$ cat config.mk
export PLATFORM = sky130hd
export DESIGN_NAME = software_timer_bank
export DESIGN_NICKNAME = d
export VERILOG_FILES = /design/src/sv/stb_pkg.sv /design/src/sv/software_timer_bank.sv /design/src/sv/stb_front.sv /design/src/sv/stb_fifo.sv /design/src/sv/stb_back.sv
export SDC_FILE = /design/constraint.sdc
export NUM_CORES = 1
export LEC_CHECK = 0
export CORE_MARGIN = 2
export CORE_UTILIZATION = 32
export CTS_CLUSTER_DIAMETER = 150
export DETAILED_ROUTE_END_ITERATION = 10
export DONT_BUFFER_PORTS = 1
export SYNTH_ARGS = -nofsm -noshare
export SYNTH_HDL_FRONTEND = slang
export SYNTH_SLANG_ARGS = --single-unit
$ cat constraint.sdc
create_clock -name clk_i -period 4.4 [get_ports clk_i]
set_input_delay 0.88 -clock clk_i [delete_from_list [all_inputs] [get_ports clk_i]]
set_output_delay 0.88 -clock clk_i [all_outputs]
set_load 0.05 [all_outputs]
$ cat src/sv/stb_pkg.sv
`default_nettype none

package stb_pkg;

  localparam int unsigned NUM_TIMERS_DEF = 16;
  localparam int unsigned TICK_WIDTH_DEF = 32;
  localparam int unsigned QUEUE_DEPTH = 2;
  localparam int unsigned FIRED_W = 16;
  localparam int unsigned FIRED_IDX_W = $clog2(FIRED_W);

  localparam int unsigned RESERVED_TIMER_ID = 0;
  localparam int unsigned FIRST_TIMER_ID = RESERVED_TIMER_ID + 1;

  localparam logic [2:0] REQ_TICK  = 3'd0;
  localparam logic [2:0] REQ_ALLOC = 3'd1;
  localparam logic [2:0] REQ_START = 3'd2;
  localparam logic [2:0] REQ_STOP  = 3'd3;
  localparam logic [2:0] REQ_QUERY = 3'd4;

  localparam logic MODE_SINGLE = 1'b0;

  typedef enum logic [2:0] {
    OP_TICK,
    OP_ALLOC,
    OP_START,
    OP_STOP,
    OP_QUERY,
    OP_REJECT
  } cmd_op_e;

  typedef struct packed {
    logic [2:0]  req_type;
    logic [3:0]  timer_id;
    logic [31:0] period_ticks;
    logic        timer_mode;
    logic        notify_enable;
  } in_beat_t;

  typedef struct packed {
    logic        accepted;
    logic [3:0]  alloc_id;
    logic        expired_flag;
    logic [15:0] fired_mask;
  } out_beat_t;

  typedef struct packed {
    cmd_op_e     op;
    logic [3:0]  timer_id;
    logic [31:0] period_ticks;
    logic        timer_mode;
    logic        notify_enable;
  } cmd_t;

endpackage

`default_nettype wire

$ cat src/sv/software_timer_bank.sv
// channel   | handshake              | payload
// request   | push / full            | req_i (in_beat_t)
// result    | empty / pop            | res_o (out_beat_t)
//
// the front classifies one request beat per cycle while its two-entry queue has room
// a tick walks the period and count memories one timer a cycle, up to the allocated count
// allocate, start, stop, query and refused requests need no walk; the back registers their result when it takes them
// reset is asynchronous and needs no clearing pass
// a result waiting on pop stalls the back only; the front keeps filling the queue
`default_nettype none

module software_timer_bank #(
  parameter int unsigned NUM_TIMERS = stb_pkg::NUM_TIMERS_DEF,
  parameter int unsigned TICK_WIDTH = stb_pkg::TICK_WIDTH_DEF
) (
  input  wire                clk_i,
  input  wire                rst_ni,
  input  wire                push,
  output logic               full,
  input  stb_pkg::in_beat_t  req_i,
  output logic               empty,
  input  wire                pop,
  output stb_pkg::out_beat_t res_o
);
  import stb_pkg::*;

  localparam int unsigned CNT_W = $clog2(NUM_TIMERS + 1);

  typedef struct packed {
    logic [CNT_W-1:0] cnt;
    cmd_t             cmd;
  } q_entry_t;

  cmd_t             front_cmd;
  logic [CNT_W-1:0] front_cnt;
  logic             q_push, q_full, q_pop, q_empty;
  q_entry_t         q_in, q_out;

  assign q_in.cnt = front_cnt;
  assign q_in.cmd = front_cmd;

  stb_front #(
    .NUM_TIMERS(NUM_TIMERS)
  ) u_front (
    .clk_i    (clk_i),
    .rst_ni   (rst_ni),
    .req_i    (req_i),
    .push_i   (push),
    .full_o   (full),
    .cmd_o    (front_cmd),
    .cnt_o    (front_cnt),
    .q_push_o (q_push),
    .q_full_i (q_full)
  );

  stb_fifo #(
    .entry_t(q_entry_t),
    .DEPTH  (QUEUE_DEPTH)
  ) u_fifo (
    .clk_i  (clk_i),
    .rst_ni (rst_ni),
    .push_i (q_push),
    .data_i (q_in),
    .full_o (q_full),
    .pop_i  (q_pop),
    .data_o (q_out),
    .empty_o(q_empty)
  );

  stb_back #(
    .NUM_TIMERS(NUM_TIMERS),
    .TICK_WIDTH(TICK_WIDTH)
  ) u_back (
    .clk_i      (clk_i),
    .rst_ni     (rst_ni),
    .cmd_i      (q_out.cmd),
    .cnt_i      (q_out.cnt),
    .cmd_empty_i(q_empty),
    .cmd_pop_o  (q_pop),
    .res_o      (res_o),
    .res_empty_o(empty),
    .res_pop_i  (pop)
  );

endmodule

`default_nettype wire

$ cat src/sv/stb_front.sv
`default_nettype none

module stb_front #(
  parameter int unsigned NUM_TIMERS = stb_pkg::NUM_TIMERS_DEF,
  localparam int unsigned CNT_W = $clog2(NUM_TIMERS + 1)
) (
  input  wire              clk_i,
  input  wire              rst_ni,
  input  stb_pkg::in_beat_t req_i,
  input  wire              push_i,
  output logic             full_o,
  output stb_pkg::cmd_t    cmd_o,
  output logic [CNT_W-1:0] cnt_o,
  output logic             q_push_o,
  input  wire              q_full_i
);
  import stb_pkg::*;

  localparam int unsigned EXT_W = (CNT_W > 4) ? CNT_W : 4;

  logic [CNT_W-1:0] alloc_q, alloc_d;
  logic [EXT_W-1:0] id_ext;

  assign full_o   = q_full_i;
  assign q_push_o = push_i && !q_full_i;
  assign id_ext   = EXT_W'(req_i.timer_id);
  assign cnt_o    = alloc_q;

  always_comb begin
    cmd_o.op            = OP_REJECT;
    cmd_o.timer_id      = req_i.timer_id;
    cmd_o.period_ticks  = req_i.period_ticks;
    cmd_o.timer_mode    = req_i.timer_mode;
    cmd_o.notify_enable = req_i.notify_enable;
    alloc_d             = alloc_q;
    unique case (req_i.req_type)
      REQ_TICK: begin
        cmd_o.op = OP_TICK;
      end
      REQ_ALLOC: begin
        if (alloc_q < CNT_W'(NUM_TIMERS)) begin
          cmd_o.op = OP_ALLOC;
          alloc_d  = alloc_q + CNT_W'(1);
        end
      end
      REQ_START: begin
        if (id_ext < EXT_W'(alloc_q)) begin
          cmd_o.op = OP_START;
        end
      end
      REQ_STOP: begin
        if (id_ext < EXT_W'(NUM_TIMERS)) begin
          cmd_o.op = OP_STOP;
        end
      end
      REQ_QUERY: begin
        if (id_ext < EXT_W'(NUM_TIMERS)) begin
          cmd_o.op = OP_QUERY;
        end
      end
      default: begin
        cmd_o.op = OP_REJECT;
      end
    endcase
  end

  // allocated count, timer zero reserved
  always_ff @(posedge clk_i or negedge rst_ni) begin
    if (!rst_ni) begin
      alloc_q <= CNT_W'(FIRST_TIMER_ID);
    end else if (q_push_o) begin
      alloc_q <= alloc_d;
    end
  end

endmodule

`default_nettype wire

$ cat src/sv/stb_fifo.sv
`default_nettype none

module stb_fifo #(
  parameter type         entry_t = logic,
  parameter int unsigned DEPTH   = stb_pkg::QUEUE_DEPTH
) (
  input  wire    clk_i,
  input  wire    rst_ni,
  input  wire    push_i,
  input  entry_t data_i,
  output logic   full_o,
  input  wire    pop_i,
  output entry_t data_o,
  output logic   empty_o
);

  localparam int unsigned PTR_W = $clog2(DEPTH);
  localparam int unsigned FILL_W = $clog2(DEPTH + 1);

  entry_t           slots_q [DEPTH];
  logic [PTR_W-1:0] wr_q, rd_q;
  logic [FILL_W-1:0] fill_q;
  logic             do_push, do_pop;

  assign full_o  = (fill_q == FILL_W'(DEPTH));
  assign empty_o = (fill_q == '0);
  assign do_push = push_i && !full_o;
  assign do_pop  = pop_i && !empty_o;
  assign data_o  = slots_q[rd_q];

  always_ff @(posedge clk_i or negedge rst_ni) begin
    if (!rst_ni) begin
      wr_q   <= '0;
      rd_q   <= '0;
      fill_q <= '0;
    end else begin
      if (do_push) begin
        wr_q <= (wr_q == PTR_W'(DEPTH - 1)) ? '0 : wr_q + PTR_W'(1);
      end
      if (do_pop) begin
        rd_q <= (rd_q == PTR_W'(DEPTH - 1)) ? '0 : rd_q + PTR_W'(1);
      end
      if (do_push && !do_pop) begin
        fill_q <= fill_q + FILL_W'(1);
      end else if (do_pop && !do_push) begin
        fill_q <= fill_q - FILL_W'(1);
      end
    end
  end

  always_ff @(posedge clk_i) begin
    if (do_push) begin
      slots_q[wr_q] <= data_i;
    end
  end

endmodule

`default_nettype wire

$ cat src/sv/stb_back.sv
`default_nettype none

module stb_back #(
  parameter int unsigned NUM_TIMERS = stb_pkg::NUM_TIMERS_DEF,
  parameter int unsigned TICK_WIDTH = stb_pkg::TICK_WIDTH_DEF,
  localparam int unsigned CNT_W = $clog2(NUM_TIMERS + 1)
) (
  input  wire               clk_i,
  input  wire               rst_ni,
  input  stb_pkg::cmd_t     cmd_i,
  input  wire [CNT_W-1:0]   cnt_i,
  input  wire               cmd_empty_i,
  output logic              cmd_pop_o,
  output stb_pkg::out_beat_t res_o,
  output logic              res_empty_o,
  input  wire               res_pop_i
);
  import stb_pkg::*;

  localparam int unsigned IDX_W = $clog2(NUM_TIMERS);
  localparam int unsigned CMP_W = IDX_W + 5;

  typedef enum logic [1:0] {
    ST_IDLE = 2'b01,
    ST_WALK = 2'b10
  } back_state_e;

  back_state_e state_q, state_d;

  logic [TICK_WIDTH-1:0] period_mem [NUM_TIMERS];
  logic [TICK_WIDTH-1:0] count_mem [NUM_TIMERS];
  logic [TICK_WIDTH-1:0] per_rd_q, cnt_rd_q;

  logic [NUM_TIMERS-1:0] running_q, running_d;
  logic [NUM_TIMERS-1:0] expired_q, expired_d;
  logic [NUM_TIMERS-1:0] mode_q, mode_d;
  logic [NUM_TIMERS-1:0] notify_q, notify_d;

  logic [CNT_W-1:0]   k_q, k_d, limit_q, limit_d;
  logic               s1_q, s1_d;
  logic [IDX_W-1:0]   e_q, e_d;
  logic [FIRED_W-1:0] fired_q, fired_d;
  out_beat_t          res_q, res_d;
  logic               res_valid_q, res_valid_d;

  logic                  slot_free, take, start_fire, more;
  logic [IDX_W-1:0]      idx;
  logic                  rd_en;
  logic [IDX_W-1:0]      rd_addr;
  logic                  cnt_we;
  logic [IDX_W-1:0]      cnt_waddr;
  logic [TICK_WIDTH-1:0] cnt_wdata, cnt_inc;
  logic                  per_we;
  logic [TICK_WIDTH-1:0] per_wdata;

  assign slot_free   = !res_valid_q || res_pop_i;
  assign take        = (state_q == ST_IDLE) && !cmd_empty_i && slot_free;
  assign cmd_pop_o   = take;
  assign idx         = IDX_W'(cmd_i.timer_id);
  assign cnt_inc     = cnt_rd_q + TICK_WIDTH'(1);
  assign more        = (k_q < limit_q);
  assign res_o       = res_q;
  assign res_empty_o = !res_valid_q;
  assign rd_addr     = k_q[IDX_W-1:0];
  assign per_wdata   = TICK_WIDTH'(cmd_i.period_ticks);

  always_comb begin
    state_d     = state_q;
    running_d   = running_q;
    expired_d   = expired_q;
    mode_d      = mode_q;
    notify_d    = notify_q;
    k_d         = k_q;
    limit_d     = limit_q;
    s1_d        = 1'b0;
    e_d         = e_q;
    fired_d     = fired_q;
    res_d       = res_q;
    res_valid_d = res_valid_q && !res_pop_i;
    rd_en       = 1'b0;
    cnt_we      = 1'b0;
    cnt_waddr   = e_q;
    cnt_wdata   = '0;
    per_we      = 1'b0;
    start_fire  = 1'b0;
    unique case (state_q)
      ST_IDLE: begin
        if (take) begin
          res_d = '0;
          unique case (cmd_i.op)
            OP_TICK: begin
              k_d     = '0;
              limit_d = cnt_i;
              fired_d = '0;
              state_d = ST_WALK;
            end
            OP_ALLOC: begin
              running_d[IDX_W'(cnt_i)] = 1'b0;
              res_d.accepted = 1'b1;
              res_d.alloc_id = 4'(cnt_i);
              res_valid_d    = 1'b1;
            end
            OP_START: begin
              notify_d[idx]  = cmd_i.notify_enable;
              expired_d[idx] = 1'b0;
              mode_d[idx]    = cmd_i.timer_mode;
              running_d[idx] = 1'b1;
              cnt_we         = 1'b1;
              cnt_waddr      = idx;
              per_we         = 1'b1;
              start_fire     = 1'b1;
              res_d.accepted = 1'b1;
              res_valid_d    = 1'b1;
            end
            OP_STOP: begin
              running_d[idx] = 1'b0;
              expired_d[idx] = 1'b1;
              res_d.accepted = 1'b1;
              res_valid_d    = 1'b1;
            end
            OP_QUERY: begin
              res_d.accepted     = 1'b1;
              res_d.expired_flag = expired_q[idx];
              res_valid_d        = 1'b1;
            end
            default: begin
              res_valid_d = 1'b1;
            end
          endcase
        end
      end
      ST_WALK: begin
        // read one timer a cycle, evaluate it the cycle after
        if (more) begin
          rd_en = 1'b1;
          k_d   = k_q + CNT_W'(1);
          s1_d  = 1'b1;
          e_d   = k_q[IDX_W-1:0];
        end
        if (s1_q && running_q[e_q]) begin
          cnt_we    = 1'b1;
          cnt_wdata = cnt_inc;
          if (cnt_inc >= per_rd_q) begin
            cnt_wdata = '0;
            if (notify_q[e_q] && (CMP_W'(e_q) < CMP_W'(FIRED_W))) begin
              fired_d[FIRED_IDX_W'(e_q)] = 1'b1;
            end
            if (mode_q[e_q] == MODE_SINGLE) begin
              running_d[e_q] = 1'b0;
              expired_d[e_q] = 1'b1;
            end
          end
        end
        if (!more && !s1_q) begin
          res_d            = '0;
          res_d.accepted   = 1'b1;
          res_d.fired_mask = fired_q;
          res_valid_d      = 1'b1;
          state_d          = ST_IDLE;
        end
      end
      default: begin
        state_d = ST_IDLE;
      end
    endcase
  end

  always_ff @(posedge clk_i or negedge rst_ni) begin
    if (!rst_ni) begin
      state_q     <= ST_IDLE;
      running_q   <= '0;
      expired_q   <= '0;
      mode_q      <= '0;
      notify_q    <= '0;
      k_q         <= '0;
      limit_q     <= '0;
      s1_q        <= 1'b0;
      e_q         <= '0;
      fired_q     <= '0;
      res_valid_q <= 1'b0;
    end else begin
      state_q     <= state_d;
      running_q   <= running_d;
      expired_q   <= expired_d;
      mode_q      <= mode_d;
      notify_q    <= notify_d;
      k_q         <= k_d;
      limit_q     <= limit_d;
      s1_q        <= s1_d;
      e_q         <= e_d;
      fired_q     <= fired_d;
      res_valid_q <= res_valid_d;
    end
  end

  always_ff @(posedge clk_i) begin
    res_q <= res_d;
  end

  // period and count memories, one write and one registered read each
  always_ff @(posedge clk_i) begin
    if (rd_en) begin
      per_rd_q <= period_mem[rd_addr];
      cnt_rd_q <= count_mem[rd_addr];
    end
    if (cnt_we) begin
      count_mem[cnt_waddr] <= cnt_wdata;
    end
    if (per_we) begin
      period_mem[idx] <= per_wdata;
    end
  end

`ifndef NO_ASSERTIONS
  a_walk_no_result: assert property (@(posedge clk_i) disable iff (!rst_ni)
    (state_q == ST_WALK) |-> !res_valid_q)
    else $error("result pending during tick walk");

  a_rw_apart: assert property (@(posedge clk_i) disable iff (!rst_ni)
    (rd_en && cnt_we) |-> (rd_addr != cnt_waddr))
    else $error("count read and write collide");

  a_start_runs: assert property (@(posedge clk_i) disable iff (!rst_ni)
    start_fire |=> running_q[$past(idx)])
    else $error("started timer not running");

  a_walk_bound: assert property (@(posedge clk_i) disable iff (!rst_ni)
    (state_q == ST_WALK) |-> (k_q <= limit_q))
    else $error("walk index beyond allocated count");
`endif

endmodule

`default_nettype wire
### Word-level counts from Yosys, hierarchy flattened

Memories as Yosys holds them, arrays and structs flattened. A register that Yosys moved wholly into a read port is not among the register bits.
Index checks and enable logic that the tools add are counted.

* bits in read-only memories: 0
* memories: 3
* latch bits: 0
* register bits: 129
* bits in writable memories: 1116

Memory list
* u_back.count_mem: words 16, width 32, read ports 1, clocked after memory_dff 1, wr ports 1, line stb_back.sv:31 `logic [TICK_WIDTH-1:0] count_mem [NUM_TIMERS];`
* u_back.period_mem: words 16, width 32, read ports 1, clocked after memory_dff 1, wr ports 1, line stb_back.sv:30 `logic [TICK_WIDTH-1:0] period_mem [NUM_TIMERS];`
* u_fifo.slots_q: words 2, width 46, read ports 1, clocked after memory_dff 0, wr ports 1, line stb_fifo.sv:20 `entry_t slots_q [DEPTH];`

* $mul: 0
* $lt $le $gt $ge: 11
* reduce and logical (&&, ||, !) cells: 38
* shift-type cells: 0
* bitwise gates (word level): 11
* multiplexer cells: 80
* equality and inequality tests: 21
* divide/modulo/power cells: 0
* add/sub/neg operators: 7

Operator list (number)
* two-way mux 16 bit: 13
* case mux 16 bit (2 select lines): 4
* two-way mux 32 bit: 3
* AND 16 bit: 4
* bitwise OR 16 bit: 4
* NOT 16 bit: 3
* case mux 16 bit (3 select lines): 1
* two-way mux 22 bit: 2
* case mux 22 bit (2 select lines): 1
* adder 32 x 1 -> 32 bit, second input constant: 1
* bitwise mux 16 bit: 2
* >= comparator 32 bit: 1
* two-way mux 1 bit: 27
* < comparator 4 x 5 -> 1 bit, second input constant: 4
* AND reduction 6 bit: 3
* binary-select mux 1 bit (select 4 bit): 4
* two-way mux 4 bit: 4
* two-way mux 5 bit: 3
* case mux 3 bit (5 select lines): 1
* AND reduction 3 bit: 5
* logical AND 1 bit: 13
* demux 1 bit (select 4 bit): 3
* equality test 3 x 2 -> 1 bit, second input constant: 4
* >= comparator 4 x 1 -> 1 bit, second input constant: 3
* 28 further kinds: 55

### Depth between registers and ports, before layout

* depth in word-level cells: 10
* depth in mapped cells: 15
* mapped depth without buffers: 14

### Modules after synthesis

Synthesis repeated with hierarchy kept, for this count alone.

* cells, all modules: 2607
* area, all modules: 52698.0 sq um

By module, submodules not included
* stb_back: instances 1, cells each 2367, area each 48383.9 sq um
* stb_fifo: instances 1, cells each 162, area each 3639.7 sq um
* stb_front: instances 1, cells each 78, area each 674.4 sq um

### Worst setup path before layout

No wires, ideal clock.

* path type: input to register
* start: input port pop
* end: memory u_back.period_mem[9][0] (netlist name), enable pin
* setup slack: -0.084 ns
* required time: 3.930 ns
* stages: 5
* data arrival time: 4.014 ns
* library setup time: 0.470 ns
* path buffers: 1
* path through: nand2b_1 -> o211ai_2 -> nand2b_1 -> buf_2 -> nor3_1

* word-level cells in the longest chain between the ends: 6

RTL lines
* from (decl): line software_timer_bank.sv:22 `input wire pop,`
* logical OR 1 bit: line stb_back.sv:56 `assign slot_free = !res_valid_q || res_pop_i;`
* logical AND 1 bit: line stb_back.sv:57 `assign take = (state_q == ST_IDLE) && !cmd_empty_i && slot_free;`
* two-way mux 1 bit: line stb_back.sv:88 `if (take) begin`
* two-way mux 1 bit: line stb_back.sv:86 `unique case (state_q)`
* two-way mux 1 bit: line stb_back.sv:209 `if (per_we) begin`
* two-way mux 1 bit (not written as such): line stb_back.sv:210 `period_mem[idx] <= per_wdata;`
* to (decl): line stb_back.sv:30

Every way passes these cells.

### Final worst setup path

* start: register u_back.cnt_rd_q[0], read port of u_back.count_mem
* end: memory u_back.count_mem[8][22] (netlist name) (data pin)

* word-level cells in the longest chain between the ends: 5

RTL lines
* from (decl): line stb_back.sv:32 `logic [TICK_WIDTH-1:0] per_rd_q, cnt_rd_q;`
* adder 32 x 1 -> 32 bit (*): line stb_back.sv:60 `assign cnt_inc = cnt_rd_q + TICK_WIDTH'(1);`
* >= comparator 32 bit: line stb_back.sv:143 `if (cnt_inc >= per_rd_q) begin`
* two-way mux 32 bit (*): line stb_back.sv:143
* two-way mux 32 bit (*): line stb_back.sv:140 `if (s1_q && running_q[e_q]) begin`
* two-way mux 32 bit (*): line stb_back.sv:86
* via u_back.cnt_wdata[22]: line stb_back.sv:52 `logic [TICK_WIDTH-1:0] cnt_wdata, cnt_inc;`
* to (decl): line stb_back.sv:31

The timed path passes the listed nets; every way through them passes the cells marked *.

==> key figures <==
Synthesis
  • Synthesized area per cell: 20.06 µm²
  • Post-synth top flop: edfxtp_1
  • Top-area cell type share of the netlist area: 0.6922
  • FFs w/ async S/R, synth: 0.08174
  • Largest area contributor in the netlist: edfxtp_1
  • Number of synthesized flops with an enable pin: 1202
  • Net Count, Synth: 2689
  • Seq/Total Area, Yosys: 0.7436
  • Post-Synthesis Cells: 2599
  • Synth Register Bits: 1309
  • Warnings, synthesis: 0
  • Ranking of synthesized cells by area: edfxtp_1, mux4_2, dfrtp_1, ha_1, mux2_2
  • Yosys cell types: 68
  • Syn Std Cell Area: 0.05215 mm²

Finish
  • Layout cells sized above 1: 0.2659
  • Most frequent cells in the layout: edfxtp_1, mux4_2, clkbuf_16, nand2_1, dfrtp_1
  • Nets: 2822
  • Fin area: 0.06027 mm²
  • Commonest non-fill, non-tap cell in the layout: edfxtp_1
  • Synthesis-to-finish area growth: 15.59%
  • N_diodes: 0
  • Post-Route Utilization: 0.3716

Clocking
  • Longest Clk Path Bufs: 3
  • Total CTS buffers: 137
  • Clk_lat worst skew: 0.76 ns
  • TritonCTS clock tree: built
  • Clock sinks: 1309
  • Htree depth: 4
  • Clk root buf: clkbuf_16
  • Clk slew on worst S/H paths: 0.06 ns

Critical path
  • Critical path's slowest cell: edfxtp_1
  • Crit-path max cell delay: 0.48 ns
  • CP startpoint kind: flip-flop
  • Crit-path cells: ha_1 > nand3_1 > or2_2 > nor2_1 > xor2_1 > ha_1 > nand2_1 > o21ai_0 > a211oi_2 > a31oi_4 > or2_2 > nand2b_4 > buf_12 > nor2b_2
  • CP Class: reg -> reg
  • Critical-path maximum fanout: 16
  • Crit end category: flip-flop
  • CP Data Arrival Time: 4.63 ns
  • WP data required: 4.87 ns

STA
  • Final setup fails: 0
  • Slew Limit Fails: 0
  • Fin crit share: 0.9465
  • Final min period: 4.165 ns
  • Count of final hold-check violations: 0
  • Max Fclk: 240.1 MHz
  • Max-Slew Margin vs Limit: 0.1813
  • Worst hold slack: 0.1046 ns
  • Least-Margin Pin Slew: 1.194 ns
  • Unrepaired setup endpoints after global routing: true
  • Worst Skew: 0.03681 ns

Die
  • Die Ht: 407.7 µm
  • # rows: 148
  • Die area: 0.1662 mm²
  • IO Count: 69
  • CORE AREA: 0.1622 mm²
  • Initial Util: 0.3215
  • Die X-Extent: 407.7 µm

Global routing
  • Vias in the first global route: 25691
  • Gr usage total: 0.1413
  • M2 GR Usage: 0.2353
  • Initial antenna violation count: 6
  • First-pass GRT wire length: 174000 µm
  • GR Util met1: 0.1905
  • GR peak layer: met2
  • GR Overflow Total: 0
  • Largest net degree at the start of global routing: 122
  • Met3 GRT Util: 0.02283

Detailed routing
  • Drt initial violations: 2501
  • Residual DRC: 0
  • Vias post-DR: 25131
  • Post-DRT Antenna Nets: 0
  • DRT Pass-1 Iters: 5
  • Drt via density: 5.015
  • DRT Wirelength: 118100 µm
  • Routed WL per cell: 23.57 µm

Placement
  • Placement-stage cell area: 0.05583 mm²
  • Port Buf Inserts: 0
  • Detail Placement HPWL: 63210 µm
  • GP Congestion: 0.8155

Power
  • Maximum vdd ir drop: 0.3888 mV
  • Pwr/cell area: 510.8 mW/mm²
  • LEAKAGE: 20.27 nW
  • Power, Total: 0.03079 W

Status
  • Outcome: finished, final reports clean

Run
  • Max Cap Violations: 0

Hold path
  • Hold Path Class: in -> async
-- layer usage --
metal | up-vias | wire length (µm)
met4 | 0 | 2573
met2 | 769 | 58880
met5 | - | 0
met1 | 13344 | 50560
met3 | 173 | 6096
li1 | 10845 | -
-- worst max-delay path, delay by kind of cell (launching register included) --
| family | cells | cell delay (ns) |
|---|---|---|
| AND/OR/NAND/NOR | 7 | 1.78 |
| adder cells (fa/ha/maj) | 2 | 0.59 |
| AO/OA/AOI/OAI | 3 | 0.51 |
| flip-flops | 1 | 0.48 |
| XOR/XNOR | 1 | 0.33 |
| buffers and inverters | 1 | 0.17 |
-- Yosys cell counts (5+ instances only) --
| cell | number |
|---|---|
| edfxtp_1 | 1202 |
| mux4_2 | 330 |
| nor2_1 | 117 |
| dfrtp_1 | 105 |
| nand2_1 | 104 |
| clkbuf_1 | 70 |
| a21oi_1 | 64 |
| inv_1 | 61 |
| ha_1 | 45 |
| nor2b_1 | 44 |
| o21ai_0 | 44 |
| mux2_2 | 39 |
| buf_2 | 31 |
| nor3_1 | 28 |
| mux2i_1 | 25 |
| xnor2_1 | 24 |
| nand3_1 | 23 |
| and2_1 | 21 |
| nand2b_1 | 18 |
| o31a_1 | 16 |
| o21ai_1 | 15 |
| xor2_1 | 15 |
| nand4_1 | 14 |
| a22oi_1 | 12 |
| o21a_1 | 12 |
| o211ai_1 | 11 |
| a31oi_1 | 10 |
| a21o_1 | 9 |
| o31ai_1 | 7 |
| or2_2 | 7 |
| buf_1 | 6 |
| o211ai_2 | 6 |
| and3_1 | 5 |
| buf_6 | 5 |
-- power by group --
part / total (W) / internal, W / switching [W]
Clock: 0.0110 / 0.00630 / 0.00474
Combinational: 0.00402 / 0.00143 / 0.00258
Sequential: 0.0157 / 0.0150 / 0.000754
-- final timing paths --
| kind | slack, ns | cells after the start | end | from |
|---|---|---|---|---|
| setup / recovery | 0.24 | 14 | u_back.count_mem[8][22] | u_back.cnt_rd_q[0] |
| hold / removal | 0.10 | 1 | u_fifo.fill_q[0] | rst_ni |
| setup reg to reg | 0.24 | 14 | u_back.count_mem[8][22] | u_back.cnt_rd_q[0] |
| hold reg to reg | 0.47 | 2 | u_back.fired_q[0] | u_back.fired_q[0] |
| max in group asynchronous | 3.86 | 1 | u_back.k_q[2] | rst_ni |
| min in group clk_i | 0.21 | 0 | u_fifo.slots_q[1][22] | req_i[22] |
-- cell families after synthesis --
group,share of synthesized area
mux,0.1578
xor+xnor,0.006551
fa+ha+maj,0.01080
buf+inv,0.01449
flops,0.7436
simple gates,0.03777
compound gates,0.02903
-- through the flow --
stage / cells / worst slack, ns / setup TNS (ns)
floorplan: 2599 / -0.08420 / -10.70
global placement: 4767 / 0.07390 / 0
detailed placement: 4767 / -0.08140 / -2.910
CTS: 5011 / 0.008618 / 0
global route: 5011 / -0.08656 / -5.411
finish: 5011 / 0.2354 / 0
-- timing repair --
action / CTS / global route
buffers inserted: 0 / 0
endpoints found under the hold margin: 107 / 0
endpoints found under the setup margin: 160 / 545
hold buffers: 1 / 0
resized for setup: 10 / 19
-- sequential cells by signal (all words and copies together) (netlist names), named ones only --
register and flops:
u_back.s1_q 1, u_back.period_mem 512, u_back.state_q 2, u_back.notify_q 16
u_fifo.fill_q 2, u_back.k_q 5, u_back.limit_q 5, u_back.fired_q 16
u_back.res_o 22, u_back.per_rd_q 32, u_back.res_valid_q 1, u_fifo.wr_q 1
u_back.running_q 16, u_front.cnt_o 5, u_back.mode_q 16, u_fifo.rd_q 1
u_back.cnt_rd_q 32, u_back.e_q 4, u_back.count_mem 512, u_fifo.slots_q 92
-- layout make-up --
cell class	instances	area [µm²]
fill	14833	101900
multi-input combinational	1113	12900
inverter	61	230.2
clock inverter	65	616.8
timing repair buffer	110	1321
tap	2175	2721
sequential	1309	38790
clock buffer	178	3685
Power figures use the tool's default switching activity.
